==> src/rtl/smvs_pkg.sv <==
// Shared widths, codes and types of the sample mean / variance / deviation block.
package smvs_pkg;

    localparam int SAMPLE_W   = 16;
    localparam int COUNT_W    = 16;
    localparam int SUM_W      = 33;
    localparam int SQSUM_W    = 47;
    localparam int MEAN_W     = 24;
    localparam int VAR_W      = 40;
    localparam int STD_W      = 24;
    localparam int STATUS_W   = 2;
    localparam int FRAC_W     = 8;

    // Shared arithmetic unit
    localparam int WORD_W     = 64;
    localparam int MUL_W      = 32;
    localparam int DIV_W      = 32;
    localparam int QUO_W      = 48;
    localparam int ROOT_W     = 24;
    localparam int SQ_REM_W   = 26;
    localparam int CNT_W      = $clog2(QUO_W + 1);

    localparam logic [COUNT_W-1:0] MAX_COUNT = COUNT_W'(65535);

    localparam logic [STATUS_W-1:0] STATUS_OK       = 2'd0;
    localparam logic [STATUS_W-1:0] STATUS_SINGLE   = 2'd1;
    localparam logic [STATUS_W-1:0] STATUS_OVERFLOW = 2'd2;

    typedef enum logic [1:0] {
        ALU_MUL,
        ALU_SUB,
        ALU_DIV,
        ALU_SQRT
    } alu_op_t;

    typedef enum logic [3:0] {
        S_IDLE,
        S_MEAN,
        S_NN,
        S_P1,
        S_P2,
        S_DIFF,
        S_VDIV,
        S_SQRT,
        S_LOAD
    } seq_state_t;

    typedef struct packed {
        logic [COUNT_W-1:0]       count;
        logic signed [SUM_W-1:0]  sum;
        logic [SQSUM_W-1:0]       sumsq;
        logic                     ovf;
    } acc_view_t;

    typedef struct packed {
        logic                start;
        alu_op_t             op;
        logic [WORD_W-1:0]   opa;
        logic [WORD_W-1:0]   opb;
    } alu_req_t;

    typedef struct packed {
        logic                done;
        logic [WORD_W-1:0]   result;
    } alu_rsp_t;

    typedef struct packed {
        logic [MEAN_W-1:0]   mean_q8;
        logic [VAR_W-1:0]    variance_q8;
        logic [STD_W-1:0]    std_dev_q8;
        logic [COUNT_W-1:0]  sample_count;
        logic [STATUS_W-1:0] status;
    } result_t;

endpackage

==> src/rtl/smvs_ifs.sv <==
// Valid/ready channel interfaces for sample words and result words.
interface smvs_in_if;
    import smvs_pkg::*;

    logic                       valid;
    logic                       ready;
    logic signed [SAMPLE_W-1:0] sample;
    logic                       last;

    modport source (output valid, output sample, output last, input ready);
    modport sink   (input valid, input sample, input last, output ready);
endinterface

interface smvs_out_if;
    import smvs_pkg::*;

    logic                       valid;
    logic                       ready;
    logic signed [MEAN_W-1:0]   mean_q8;
    logic [VAR_W-1:0]           variance_q8;
    logic [STD_W-1:0]           std_dev_q8;
    logic [COUNT_W-1:0]         sample_count;
    logic [STATUS_W-1:0]        status;

    modport source (output valid, output mean_q8, output variance_q8, output std_dev_q8,
                    output sample_count, output status, input ready);
    modport sink   (input valid, input mean_q8, input variance_q8, input std_dev_q8,
                    input sample_count, input status, output ready);
endinterface

==> src/rtl/smvs_accum.sv <==
// Running count, sum and sum of squares of the current group.
module smvs_accum (
    input  logic                                 clk,
    input  logic                                 rst_n,
    input  logic                                 take,
    input  logic signed [smvs_pkg::SAMPLE_W-1:0] sample,
    input  logic                                 clear,
    output smvs_pkg::acc_view_t                  view
);
    import smvs_pkg::*;

    logic [COUNT_W-1:0]          count_reg, count_next;
    logic signed [SUM_W-1:0]     sum_reg, sum_next;
    logic [SQSUM_W-1:0]          sumsq_reg, sumsq_next;
    logic                        ovf_reg, ovf_next;
    logic signed [2*SAMPLE_W-1:0] square;

    always_comb
    begin
        square     = sample * sample;
        count_next = count_reg;
        sum_next   = sum_reg;
        sumsq_next = sumsq_reg;
        ovf_next   = ovf_reg;
        if (clear)
        begin
            count_next = '0;
            sum_next   = '0;
            sumsq_next = '0;
            ovf_next   = 1'b0;
        end
        else if (take)
        begin
            // drop samples past the count limit, remember that it happened
            if (count_reg == MAX_COUNT)
            begin
                ovf_next = 1'b1;
            end
            else
            begin
                count_next = count_reg + 1'b1;
                sum_next   = sum_reg + SUM_W'(sample);
                sumsq_next = sumsq_reg + SQSUM_W'($unsigned(square));
            end
        end
    end

    always_ff @(posedge clk or negedge rst_n)
    begin
        if (!rst_n)
        begin
            count_reg <= '0;
            sum_reg   <= '0;
            sumsq_reg <= '0;
            ovf_reg   <= 1'b0;
        end
        else
        begin
            count_reg <= count_next;
            sum_reg   <= sum_next;
            sumsq_reg <= sumsq_next;
            ovf_reg   <= ovf_next;
        end
    end

    assign view.count = count_reg;
    assign view.sum   = sum_reg;
    assign view.sumsq = sumsq_reg;
    assign view.ovf   = ovf_reg;

endmodule

==> src/rtl/smvs_alu.sv <==
// Shared iterative unit: shift-add multiply, subtract, restoring divide, integer square root.
module smvs_alu (
    input  logic               clk,
    input  logic               rst_n,
    input  smvs_pkg::alu_req_t req,
    output smvs_pkg::alu_rsp_t rsp
);
    import smvs_pkg::*;

    localparam logic [CNT_W-1:0] MUL_STEPS  = CNT_W'(MUL_W);
    localparam logic [CNT_W-1:0] SUB_STEPS  = CNT_W'(1);
    localparam logic [CNT_W-1:0] DIV_STEPS  = CNT_W'(QUO_W);
    localparam logic [CNT_W-1:0] SQRT_STEPS = CNT_W'(ROOT_W);

    logic                busy_reg, busy_next;
    logic                done_reg, done_next;
    logic [CNT_W-1:0]    cnt_reg, cnt_next;
    alu_op_t             op_reg, op_next;
    logic [WORD_W-1:0]   acc_reg, acc_next;
    logic [WORD_W-1:0]   opd_reg, opd_next;
    logic [WORD_W-1:0]   sh_reg, sh_next;

    logic [WORD_W-1:0]   add_a, add_b;
    logic                add_cin;
    logic [WORD_W:0]     add_sum;
    logic                ge;
    logic [DIV_W:0]      div_rs;
    logic [SQ_REM_W+1:0] sq_rs;
    logic [SQ_REM_W-1:0] sq_trial;

    // one adder serves every operation; its carry out is the compare result
    always_comb
    begin
        div_rs   = {acc_reg[DIV_W-1:0], sh_reg[QUO_W-1]};
        sq_rs    = {acc_reg[SQ_REM_W-1:0], sh_reg[QUO_W-1 -: 2]};
        sq_trial = {opd_reg[ROOT_W-1:0], 2'b01};
        case (op_reg)
            ALU_MUL:
            begin
                add_a   = {acc_reg[WORD_W-2:0], 1'b0};
                add_b   = sh_reg[WORD_W-1] ? opd_reg : '0;
                add_cin = 1'b0;
            end
            ALU_SUB:
            begin
                add_a   = acc_reg;
                add_b   = ~opd_reg;
                add_cin = 1'b1;
            end
            ALU_DIV:
            begin
                add_a   = WORD_W'(div_rs);
                add_b   = ~WORD_W'(opd_reg[DIV_W-1:0]);
                add_cin = 1'b1;
            end
            ALU_SQRT:
            begin
                add_a   = WORD_W'(sq_rs);
                add_b   = ~WORD_W'(sq_trial);
                add_cin = 1'b1;
            end
            default:
            begin
                add_a   = '0;
                add_b   = '0;
                add_cin = 1'b0;
            end
        endcase
        add_sum = {1'b0, add_a} + {1'b0, add_b} + (WORD_W + 1)'(add_cin);
        ge      = add_sum[WORD_W];
    end

    always_comb
    begin
        busy_next = busy_reg;
        done_next = 1'b0;
        cnt_next  = cnt_reg;
        op_next   = op_reg;
        acc_next  = acc_reg;
        opd_next  = opd_reg;
        sh_next   = sh_reg;
        if (!busy_reg)
        begin
            if (req.start)
            begin
                busy_next = 1'b1;
                op_next   = req.op;
                case (req.op)
                    ALU_MUL:
                    begin
                        cnt_next = MUL_STEPS;
                        acc_next = '0;
                        opd_next = req.opa;
                        sh_next  = {req.opb[MUL_W-1:0], {(WORD_W-MUL_W){1'b0}}};
                    end
                    ALU_SUB:
                    begin
                        cnt_next = SUB_STEPS;
                        acc_next = req.opa;
                        opd_next = req.opb;
                    end
                    ALU_DIV:
                    begin
                        // dividend is opa scaled by 2^16, quotient fits QUO_W bits
                        cnt_next = DIV_STEPS;
                        acc_next = WORD_W'(req.opa[WORD_W-1:DIV_W]);
                        opd_next = WORD_W'(req.opb[DIV_W-1:0]);
                        sh_next  = WORD_W'({req.opa[DIV_W-1:0], {(QUO_W-DIV_W){1'b0}}});
                    end
                    ALU_SQRT:
                    begin
                        cnt_next = SQRT_STEPS;
                        acc_next = '0;
                        opd_next = '0;
                        sh_next  = WORD_W'(req.opa[QUO_W-1:0]);
                    end
                    default:
                    begin
                        busy_next = 1'b0;
                    end
                endcase
            end
        end
        else
        begin
            case (op_reg)
                ALU_MUL:
                begin
                    acc_next = add_sum[WORD_W-1:0];
                    sh_next  = {sh_reg[WORD_W-2:0], 1'b0};
                end
                ALU_SUB:
                begin
                    acc_next = add_sum[WORD_W-1:0];
                end
                ALU_DIV:
                begin
                    acc_next = ge ? WORD_W'(add_sum[DIV_W-1:0]) : WORD_W'(div_rs[DIV_W-1:0]);
                    sh_next  = WORD_W'({sh_reg[QUO_W-2:0], ge});
                end
                ALU_SQRT:
                begin
                    acc_next = ge ? WORD_W'(add_sum[SQ_REM_W-1:0])
                                  : WORD_W'(sq_rs[SQ_REM_W-1:0]);
                    sh_next  = WORD_W'({sh_reg[QUO_W-3:0], 2'b00});
                    opd_next = WORD_W'({opd_reg[ROOT_W-2:0], ge});
                end
                default:
                begin
                    acc_next = acc_reg;
                end
            endcase
            cnt_next = cnt_reg - 1'b1;
            if (cnt_reg == CNT_W'(1))
            begin
                busy_next = 1'b0;
                done_next = 1'b1;
            end
        end
    end

    always_ff @(posedge clk or negedge rst_n)
    begin
        if (!rst_n)
        begin
            busy_reg <= 1'b0;
            done_reg <= 1'b0;
            cnt_reg  <= '0;
            op_reg   <= ALU_MUL;
        end
        else
        begin
            busy_reg <= busy_next;
            done_reg <= done_next;
            cnt_reg  <= cnt_next;
            op_reg   <= op_next;
        end
    end

    always_ff @(posedge clk)
    begin
        acc_reg <= acc_next;
        opd_reg <= opd_next;
        sh_reg  <= sh_next;
    end

    always_comb
    begin
        rsp.done = done_reg;
        case (op_reg)
            ALU_DIV:  rsp.result = WORD_W'(sh_reg[QUO_W-1:0]);
            ALU_SQRT: rsp.result = WORD_W'(opd_reg[ROOT_W-1:0]);
            default:  rsp.result = acc_reg;
        endcase
    end

    a_start_when_free: assert property (@(posedge clk) disable iff (!rst_n)
        req.start |-> !busy_reg && !done_reg)
        else $error("operation issued while the unit is still working");

    a_div_quotient_fits: assert property (@(posedge clk) disable iff (!rst_n)
        req.start && (req.op == ALU_DIV) |-> req.opa[WORD_W-1:DIV_W] < req.opb[DIV_W-1:0])
        else $error("divide issued whose quotient overflows the quotient register");

endmodule

==> src/rtl/smvs_seq.sv <==
// Sequencer that walks the end-of-group math through the shared unit.
module smvs_seq (
    input  logic                clk,
    input  logic                rst_n,
    input  logic                launch,
    input  smvs_pkg::acc_view_t view,
    input  logic                load_ok,
    output logic                busy,
    output logic                load,
    output smvs_pkg::alu_req_t  req,
    input  smvs_pkg::alu_rsp_t  rsp,
    output smvs_pkg::result_t   res
);
    import smvs_pkg::*;

    seq_state_t          state_reg, state_next;
    logic                issue_reg, issue_next;
    logic [MEAN_W-1:0]   mean_reg, mean_next;
    logic [VAR_W-1:0]    var_reg, var_next;
    logic [STD_W-1:0]    std_reg, std_next;
    logic [DIV_W-1:0]    m_reg, m_next;
    logic [WORD_W-1:0]   w_reg, w_next;

    logic [SUM_W-1:0]    abs_sum;
    logic [MEAN_W-1:0]   mean_mag;
    logic                single;

    always_comb
    begin
        abs_sum  = view.sum[SUM_W-1] ? (~view.sum + 1'b1) : view.sum;
        mean_mag = rsp.result[2*FRAC_W-FRAC_W +: MEAN_W];
        single   = (view.count[COUNT_W-1:1] == '0);

        state_next = state_reg;
        mean_next  = mean_reg;
        var_next   = var_reg;
        std_next   = std_reg;
        m_next     = m_reg;
        w_next     = w_reg;
        load       = 1'b0;
        req.start  = issue_reg;
        req.op     = ALU_MUL;
        req.opa    = '0;
        req.opb    = '0;

        case (state_reg)
            S_IDLE:
            begin
                if (launch)
                begin
                    state_next = S_MEAN;
                end
            end
            S_MEAN:
            begin
                // |sum| * 2^16 / n, keep the Q8 part, restore the sign
                req.op  = ALU_DIV;
                req.opa = WORD_W'(abs_sum);
                req.opb = WORD_W'(view.count);
                if (rsp.done)
                begin
                    mean_next  = view.sum[SUM_W-1] ? (~mean_mag + 1'b1) : mean_mag;
                    state_next = single ? S_LOAD : S_NN;
                end
            end
            S_NN:
            begin
                req.op  = ALU_MUL;
                req.opa = WORD_W'(view.count);
                req.opb = WORD_W'(view.count - 1'b1);
                if (rsp.done)
                begin
                    m_next     = rsp.result[DIV_W-1:0];
                    state_next = S_P1;
                end
            end
            S_P1:
            begin
                req.op  = ALU_MUL;
                req.opa = WORD_W'(view.sumsq);
                req.opb = WORD_W'(view.count);
                if (rsp.done)
                begin
                    w_next     = rsp.result;
                    state_next = S_P2;
                end
            end
            S_P2:
            begin
                req.op  = ALU_MUL;
                req.opa = WORD_W'(abs_sum);
                req.opb = WORD_W'(abs_sum);
                if (rsp.done)
                begin
                    state_next = S_DIFF;
                end
            end
            S_DIFF:
            begin
                // square of the sum still sits in the unit's accumulator
                req.op  = ALU_SUB;
                req.opa = w_reg;
                req.opb = rsp.result;
                if (rsp.done)
                begin
                    w_next     = rsp.result;
                    state_next = S_VDIV;
                end
            end
            S_VDIV:
            begin
                req.op  = ALU_DIV;
                req.opa = w_reg;
                req.opb = WORD_W'(m_reg);
                if (rsp.done)
                begin
                    var_next   = rsp.result[FRAC_W +: VAR_W];
                    w_next     = rsp.result;
                    state_next = S_SQRT;
                end
            end
            S_SQRT:
            begin
                req.op  = ALU_SQRT;
                req.opa = w_reg;
                if (rsp.done)
                begin
                    std_next   = rsp.result[STD_W-1:0];
                    state_next = S_LOAD;
                end
            end
            S_LOAD:
            begin
                load = load_ok;
                if (load_ok)
                begin
                    state_next = S_IDLE;
                end
            end
            default:
            begin
                state_next = S_IDLE;
            end
        endcase

        issue_next = (state_next != state_reg) && (state_next != S_IDLE)
                     && (state_next != S_LOAD);
    end

    always_ff @(posedge clk or negedge rst_n)
    begin
        if (!rst_n)
        begin
            state_reg <= S_IDLE;
            issue_reg <= 1'b0;
        end
        else
        begin
            state_reg <= state_next;
            issue_reg <= issue_next;
        end
    end

    always_ff @(posedge clk)
    begin
        mean_reg <= mean_next;
        var_reg  <= var_next;
        std_reg  <= std_next;
        m_reg    <= m_next;
        w_reg    <= w_next;
    end

    assign busy = (state_reg != S_IDLE);

    always_comb
    begin
        res.mean_q8      = mean_reg;
        res.variance_q8  = single ? '0 : var_reg;
        res.std_dev_q8   = single ? '0 : std_reg;
        res.sample_count = view.count;
        if (view.ovf)
        begin
            res.status = STATUS_OVERFLOW;
        end
        else if (single)
        begin
            res.status = STATUS_SINGLE;
        end
        else
        begin
            res.status = STATUS_OK;
        end
    end

    a_done_in_step: assert property (@(posedge clk) disable iff (!rst_n)
        rsp.done |-> (state_reg != S_IDLE) && (state_reg != S_LOAD))
        else $error("unit finished with no step waiting on it");

endmodule

==> src/rtl/sample_mean_variance_stddev.sv <==
// Top level: group mean, sample variance and standard deviation over a valid/ready stream.
// Samples that do not end a group are taken one per cycle while the sequencer is idle.
// A group's last word starts the end-of-group math (divide and load only for a single-sample group):
// divide, three multiplies, subtract, divide, square root, then load,
// all through one shared iterative unit; the input is held off until the result is loaded.
// Reset (rst_n, async, active low) clears the accumulators, the sequencer state and the output valid flag.
module sample_mean_variance_stddev (
    input  logic        clk,
    input  logic        rst_n,
    smvs_in_if.sink     samples,
    smvs_out_if.source  results
);
    import smvs_pkg::*;

    logic        busy;
    logic        load;
    logic        load_ok;
    logic        take;
    logic        launch;
    acc_view_t   view;
    alu_req_t    alu_req;
    alu_rsp_t    alu_rsp;
    result_t     res;

    logic        out_valid_reg, out_valid_next;
    result_t     out_reg, out_next;

    // Take a word whenever the sequencer is idle; the result register keeps its own
    // handshake, but a full one stalls the sequencer in its load state, which holds off input.
    assign samples.ready = !busy;
    assign take          = samples.valid && samples.ready;
    assign launch        = take && samples.last;

    // Load the result register when it is empty or being drained this cycle.
    assign load_ok = !out_valid_reg || results.ready;

    smvs_accum u_accum (
        .clk    (clk),
        .rst_n  (rst_n),
        .take   (take),
        .sample (samples.sample),
        .clear  (load),
        .view   (view)
    );

    smvs_seq u_seq (
        .clk     (clk),
        .rst_n   (rst_n),
        .launch  (launch),
        .view    (view),
        .load_ok (load_ok),
        .busy    (busy),
        .load    (load),
        .req     (alu_req),
        .rsp     (alu_rsp),
        .res     (res)
    );

    smvs_alu u_alu (
        .clk   (clk),
        .rst_n (rst_n),
        .req   (alu_req),
        .rsp   (alu_rsp)
    );

    // Output register: hold the word until the sink takes it.
    always_comb
    begin
        out_valid_next = out_valid_reg;
        out_next       = out_reg;
        if (load)
        begin
            out_valid_next = 1'b1;
            out_next       = res;
        end
        else if (results.ready)
        begin
            out_valid_next = 1'b0;
        end
    end

    always_ff @(posedge clk or negedge rst_n)
    begin
        if (!rst_n)
        begin
            out_valid_reg <= 1'b0;
        end
        else
        begin
            out_valid_reg <= out_valid_next;
        end
    end

    always_ff @(posedge clk)
    begin
        out_reg <= out_next;
    end

    assign results.valid        = out_valid_reg;
    assign results.mean_q8      = $signed(out_reg.mean_q8);
    assign results.variance_q8  = out_reg.variance_q8;
    assign results.std_dev_q8   = out_reg.std_dev_q8;
    assign results.sample_count = out_reg.sample_count;
    assign results.status       = out_reg.status;

    a_valid_from_load: assert property (@(posedge clk) disable iff (!rst_n)
        $rose(out_valid_reg) |-> $past(load))
        else $error("result word appeared without a load from the sequencer");

endmodule
==> src/flat_wrapper.sv <==
// flat-port wrapper written by rule: the top's interface ports become plain ports
module sample_mean_variance_stddev_flat import smvs_pkg::*;
  (clk, rst_n, samples_valid, samples_sample, samples_last, samples_ready, results_valid, results_mean_q8, results_variance_q8, results_std_dev_q8, results_sample_count, results_status, results_ready);
  smvs_in_if samples_i ();
  smvs_out_if results_i ();
  input  logic clk;
  input  logic rst_n;
  input wire logic [$bits(samples_i.valid)-1:0] samples_valid;
  input wire logic [$bits(samples_i.sample)-1:0] samples_sample;
  input wire logic [$bits(samples_i.last)-1:0] samples_last;
  output wire logic [$bits(samples_i.ready)-1:0] samples_ready;
  output wire logic [$bits(results_i.valid)-1:0] results_valid;
  output wire logic [$bits(results_i.mean_q8)-1:0] results_mean_q8;
  output wire logic [$bits(results_i.variance_q8)-1:0] results_variance_q8;
  output wire logic [$bits(results_i.std_dev_q8)-1:0] results_std_dev_q8;
  output wire logic [$bits(results_i.sample_count)-1:0] results_sample_count;
  output wire logic [$bits(results_i.status)-1:0] results_status;
  input wire logic [$bits(results_i.ready)-1:0] results_ready;
  assign samples_i.valid = samples_valid;
  assign samples_i.sample = samples_sample;
  assign samples_i.last = samples_last;
  assign samples_ready = samples_i.ready;
  assign results_valid = results_i.valid;
  assign results_mean_q8 = results_i.mean_q8;
  assign results_variance_q8 = results_i.variance_q8;
  assign results_std_dev_q8 = results_i.std_dev_q8;
  assign results_sample_count = results_i.sample_count;
  assign results_status = results_i.status;
  assign results_i.ready = results_ready;
  sample_mean_variance_stddev u_core (.clk(clk), .rst_n(rst_n), .samples(samples_i), .results(results_i));
endmodule
==> config.mk <==
export PLATFORM = sky130hd
export DESIGN_NAME = sample_mean_variance_stddev_flat
export DESIGN_NICKNAME = d
export VERILOG_FILES = /design/src/rtl/smvs_pkg.sv /design/src/rtl/smvs_ifs.sv /design/src/rtl/smvs_accum.sv /design/src/rtl/smvs_alu.sv /design/src/rtl/smvs_seq.sv /design/src/rtl/sample_mean_variance_stddev.sv /design/src/flat_wrapper.sv
export SDC_FILE = /design/constraint.sdc
export NUM_CORES = 2
export LEC_CHECK = 0
export ABC_CLOCK_PERIOD_IN_PS = 7600
export BUFFER_PORTS_ARGS = -buffer_cell sky130_fd_sc_hd__buf_2
export CAP_MARGIN = 15
export CORE_MARGIN = 1.5
export CORE_UTILIZATION = 30
export DETAILED_ROUTE_END_ITERATION = 8
export MAX_ROUTING_LAYER = met4
export SYNTH_ARGS = -nofsm -noshare
export SYNTH_HDL_FRONTEND = slang
export SYNTH_HIERARCHICAL = 1
export SYNTH_SLANG_ARGS = --single-unit
==> constraint.sdc <==
create_clock -name clk -period 7.6 [get_ports clk]
set_clock_uncertainty 0.05 [all_clocks]
set_input_delay 0.38 -clock clk [delete_from_list [all_inputs] [get_ports clk]]
set_output_delay 0.38 -clock clk [all_outputs]
set_load 0.02 [all_outputs]
==> flow_metrics.py <==
metrics = {
    "grt": {
        "grt.overflow.total": 0,
        "gr-usage-all-layers_pct": 20.1,
        "grt_max_degree": 160,
        "grt_first_pass_wirelength_um": 244000,
        "antenna_found_initial": 2,
        "grt_pass1_vias": 38700,
    },
    "logic_synthesis": {
        "synth.area.top_cells": "edfxtp_1 (30%), fa_1 (10%), dfrtp_1 (5.9%)",
        "synth_xor_area_share_pct": 4.38,
        "synth_top_area_share_pct": 30.4,
        "synth_cells": 5060,
        "seq_area_frac_synth_pct": 36.4,
        "synth_compound_area_share_pct": 19.1,
        "synth_most_common_cell": "a21oi_1",
        "avgSynthCellArea_um2": 9.40,
        "async_flop_share_pct": 19.0,
        "synth_top_family_by_area": "compound AO/OA/AOI/OAI gates",
        "synth_area_um2": 47600,
        "yosys_most_used_dff": "edfxtp_1",
        "synth_fa_ha_area_share_pct": 16.1,
        "ys_top_cells_by_count": "a21oi_1 (516), nand2_1 (497), edfxtp_1 (482)",
        "synth.net_count": 5545,
        "yosysTopAreaCell": "edfxtp_1",
        "synthMuxAreaShare_pct": 3.40,
        "synth_seq_cells": 595,
        "yosysWarnings": 6,
        "yosysUniqueCellTypes": 108,
        "synthSimpleGateAreaFrac_pct": 14.2,
        "synth-edff-count": 482,
    },
    "die": {
        "coreArea_um2": 157000,
        "die_h_um": 401,
        "chipWidth_um": 401,
        "floorplan.initialDensity_pct": 30.3,
        "dieArea_um2": 161000,
        "ios": 129,
        "fp-row-count": 145,
    },
    "critical_path": {
        "critPathRequiredTime_ns": 8.06,
        "critical_path.slowest_cell": "fa_2",
        "cp_slowest_stage_delay_ns": 0.54,
        "critPathMostFrequentCell": "a21o_1",
        "r2r_cells": 19,
        "cp_max_fo": 6,
        "critPathCaptureType": "register",
        "startpoint_type": "input pin",
        "crit_type": "input pin to register",
        "cp_data_arrival_time_ns": 8.16,
    },
    "route": {
        "first_pass_iters": 6,
        "vias_per_cell": 5.41,
        "wl_um": 162000,
        "postRouteAntennaNets": 0,
        "route.vias.total": 40100,
        "drc": 0,
        "wl_per_cell_um": 21.9,
        "initialDrtViolationCount": 4348,
    },
    "placed_design": {
        "port_buffers": 128,
        "gp_congestion": 0.994,
        "dp_hpwl_um": 120000,
        "post-place-cells": 7253,
        "postPlaceCellArea_um2": 52200,
    },
    "sta": {
        "fin_ws_ns": -0.100,
        "period_needed_ns": 7.70,
        "finalSetupViolations": 2,
        "hold_viol": 0,
        "relSlewSlack_pct": 14.7,
        "fmax_mhz": 130,
        "totalNegativeSetupSlack_ns": -0.185,
        "rsz0062_at_grt": "true",
        "period_share_pct": 101,
        "drv_slew": 0,
        "tightest_slew_ns": 1.27,
    },
    "layout": {
        "syn2layout_area_growth_pct": 15.4,
        "drive_gt1_share_pct": 14.1,
        "final_area_um2": 54900,
        "fin_cells": 7400,
        "final_nets": 5767,
        "fill_cells": 15900,
    },
    "cts": {
        "cts_tree": "yes",
        "cts_sinks": 595,
        "numCtsBuffers": 72,
        "clk_path_buf_depth": 3,
        "cts_root_buffer": "clkbuf_16",
        "cts_htree_levels": 3,
        "clk_pin_slew_worst_paths_ns": 0.06,
        "clk_latency_ns": 0.66,
    },
    "status": {
        "status": "finished, violations left",
        "violations": "negative setup slack",
    },
    "worst_hold_path": {
        "hp-class": "input pin to register",
        "hold-path-cell-count": 3,
    },
    "flow_run": {
        "maxCapViolCount": 0,
    },
}
[placed cells by master (no fill, tap or decap), drive strengths merged, types with 50 or more instances in the layout]
master / count
dfrtp: 113
edfxtp: 482
a211oi: 96
nor2b: 101
inv: 425
o21ai: 216
a22o: 66
xor2: 100
o211ai: 50
mux2i: 145
a21oi: 517
ha: 224
xnor2: 138
a21o: 101
nand3: 54
nor3: 52
buf: 476
and2: 133
clkbuf: 98
fa: 240
nor2: 424
nand2: 498
[repair_timing]
item | CTS | global route
endpoints found under the setup margin | 16 | 20
hold buffers | 1 | 0
buffers inserted | 2 | 10
resized for setup | 35 | 48
hold endpoints to repair | 52 | 0
pin swaps | 14 | 10
[kinds of logic after synthesis]
group | Yosys count
multiplexers | 160
flip-flops | 595
adder cells (fa/ha/maj) | 470
XOR/XNOR | 238
AO/OA/AOI/OAI | 1389
AND/OR/NAND/NOR | 1450
buffers and inverters | 758
[metal layers]
layer / part of all wire (%) / up-vias / track usage [%]
met4: 3.9 / 0 / 7.28
met1: 44 / 19700 / 27.6
met5: 0 / - / -
met3: 8.4 / 255 / 3.11
met2: 44 / 1706 / 29.8
li1: - / 18400 / -
[final timing paths]
check	startpoint	end	slack, ns
worst max-delay path	samples_sample[2]	u_core/u_accum/sumsq_reg[37]	-0.10
worst min-delay path	results_ready	u_core/results.valid	0.02
worst max register to register	u_core/u_alu/op_reg[0]	u_core/u_alu/acc_reg[2]	1.80
worst min register to register	u_core/u_seq/mean_reg[23]	u_core/results.mean_q8[23]	0.37
max in group asynchronous	rst_n	u_core/u_accum/sum_reg[32]	5.86
min in group asynchronous	rst_n	u_core/u_accum/count_reg[0]	0.30
[area by class of cell]
cell class	instances	area, µm²	share of cell area, %
Timing Repair Buffer	480	3470	6.32
Multi-Input combinational cell	3707	27700	50.3
Inverter	426	1600	2.92
Tap cell	2058	2570	4.69
Sequential cell	595	17300	31.5
Antenna cell	1	2.50	0.00456
Clock inverter	37	338	0.615
Clock buffer	96	1980	3.61
[metrics by stage]
step / util [%] / hold slack [ns] / worst slack (ns)
4_1_cts: 34.8 / 0.00609 / -0.0854
6_report: 35.0 / 0.0215 / -0.100
3_3_place_gp: 33.3 / 0.354 / -0.969
2_1_floorplan: - / 0.0344 / -0.587
5_1_grt: 35.0 / 0.0344 / -0.411
3_5_place_dp: 33.3 / 0.358 / -0.998
[worst max-delay path: cells and delay by family]
family / cells / cell delay (ns)
adders and majority gates: 8 / 3.46
buffers and inverters: 6 / 0.72
and+or+nand+nor: 5 / 0.73
xor gates and xnor gates: 2 / 0.31
AOI/OAI and AO/OA: 13 / 2.55
Power is not shown: default switching activity piles up to over one toggle a cycle in this logic, so the estimate is an artifact.
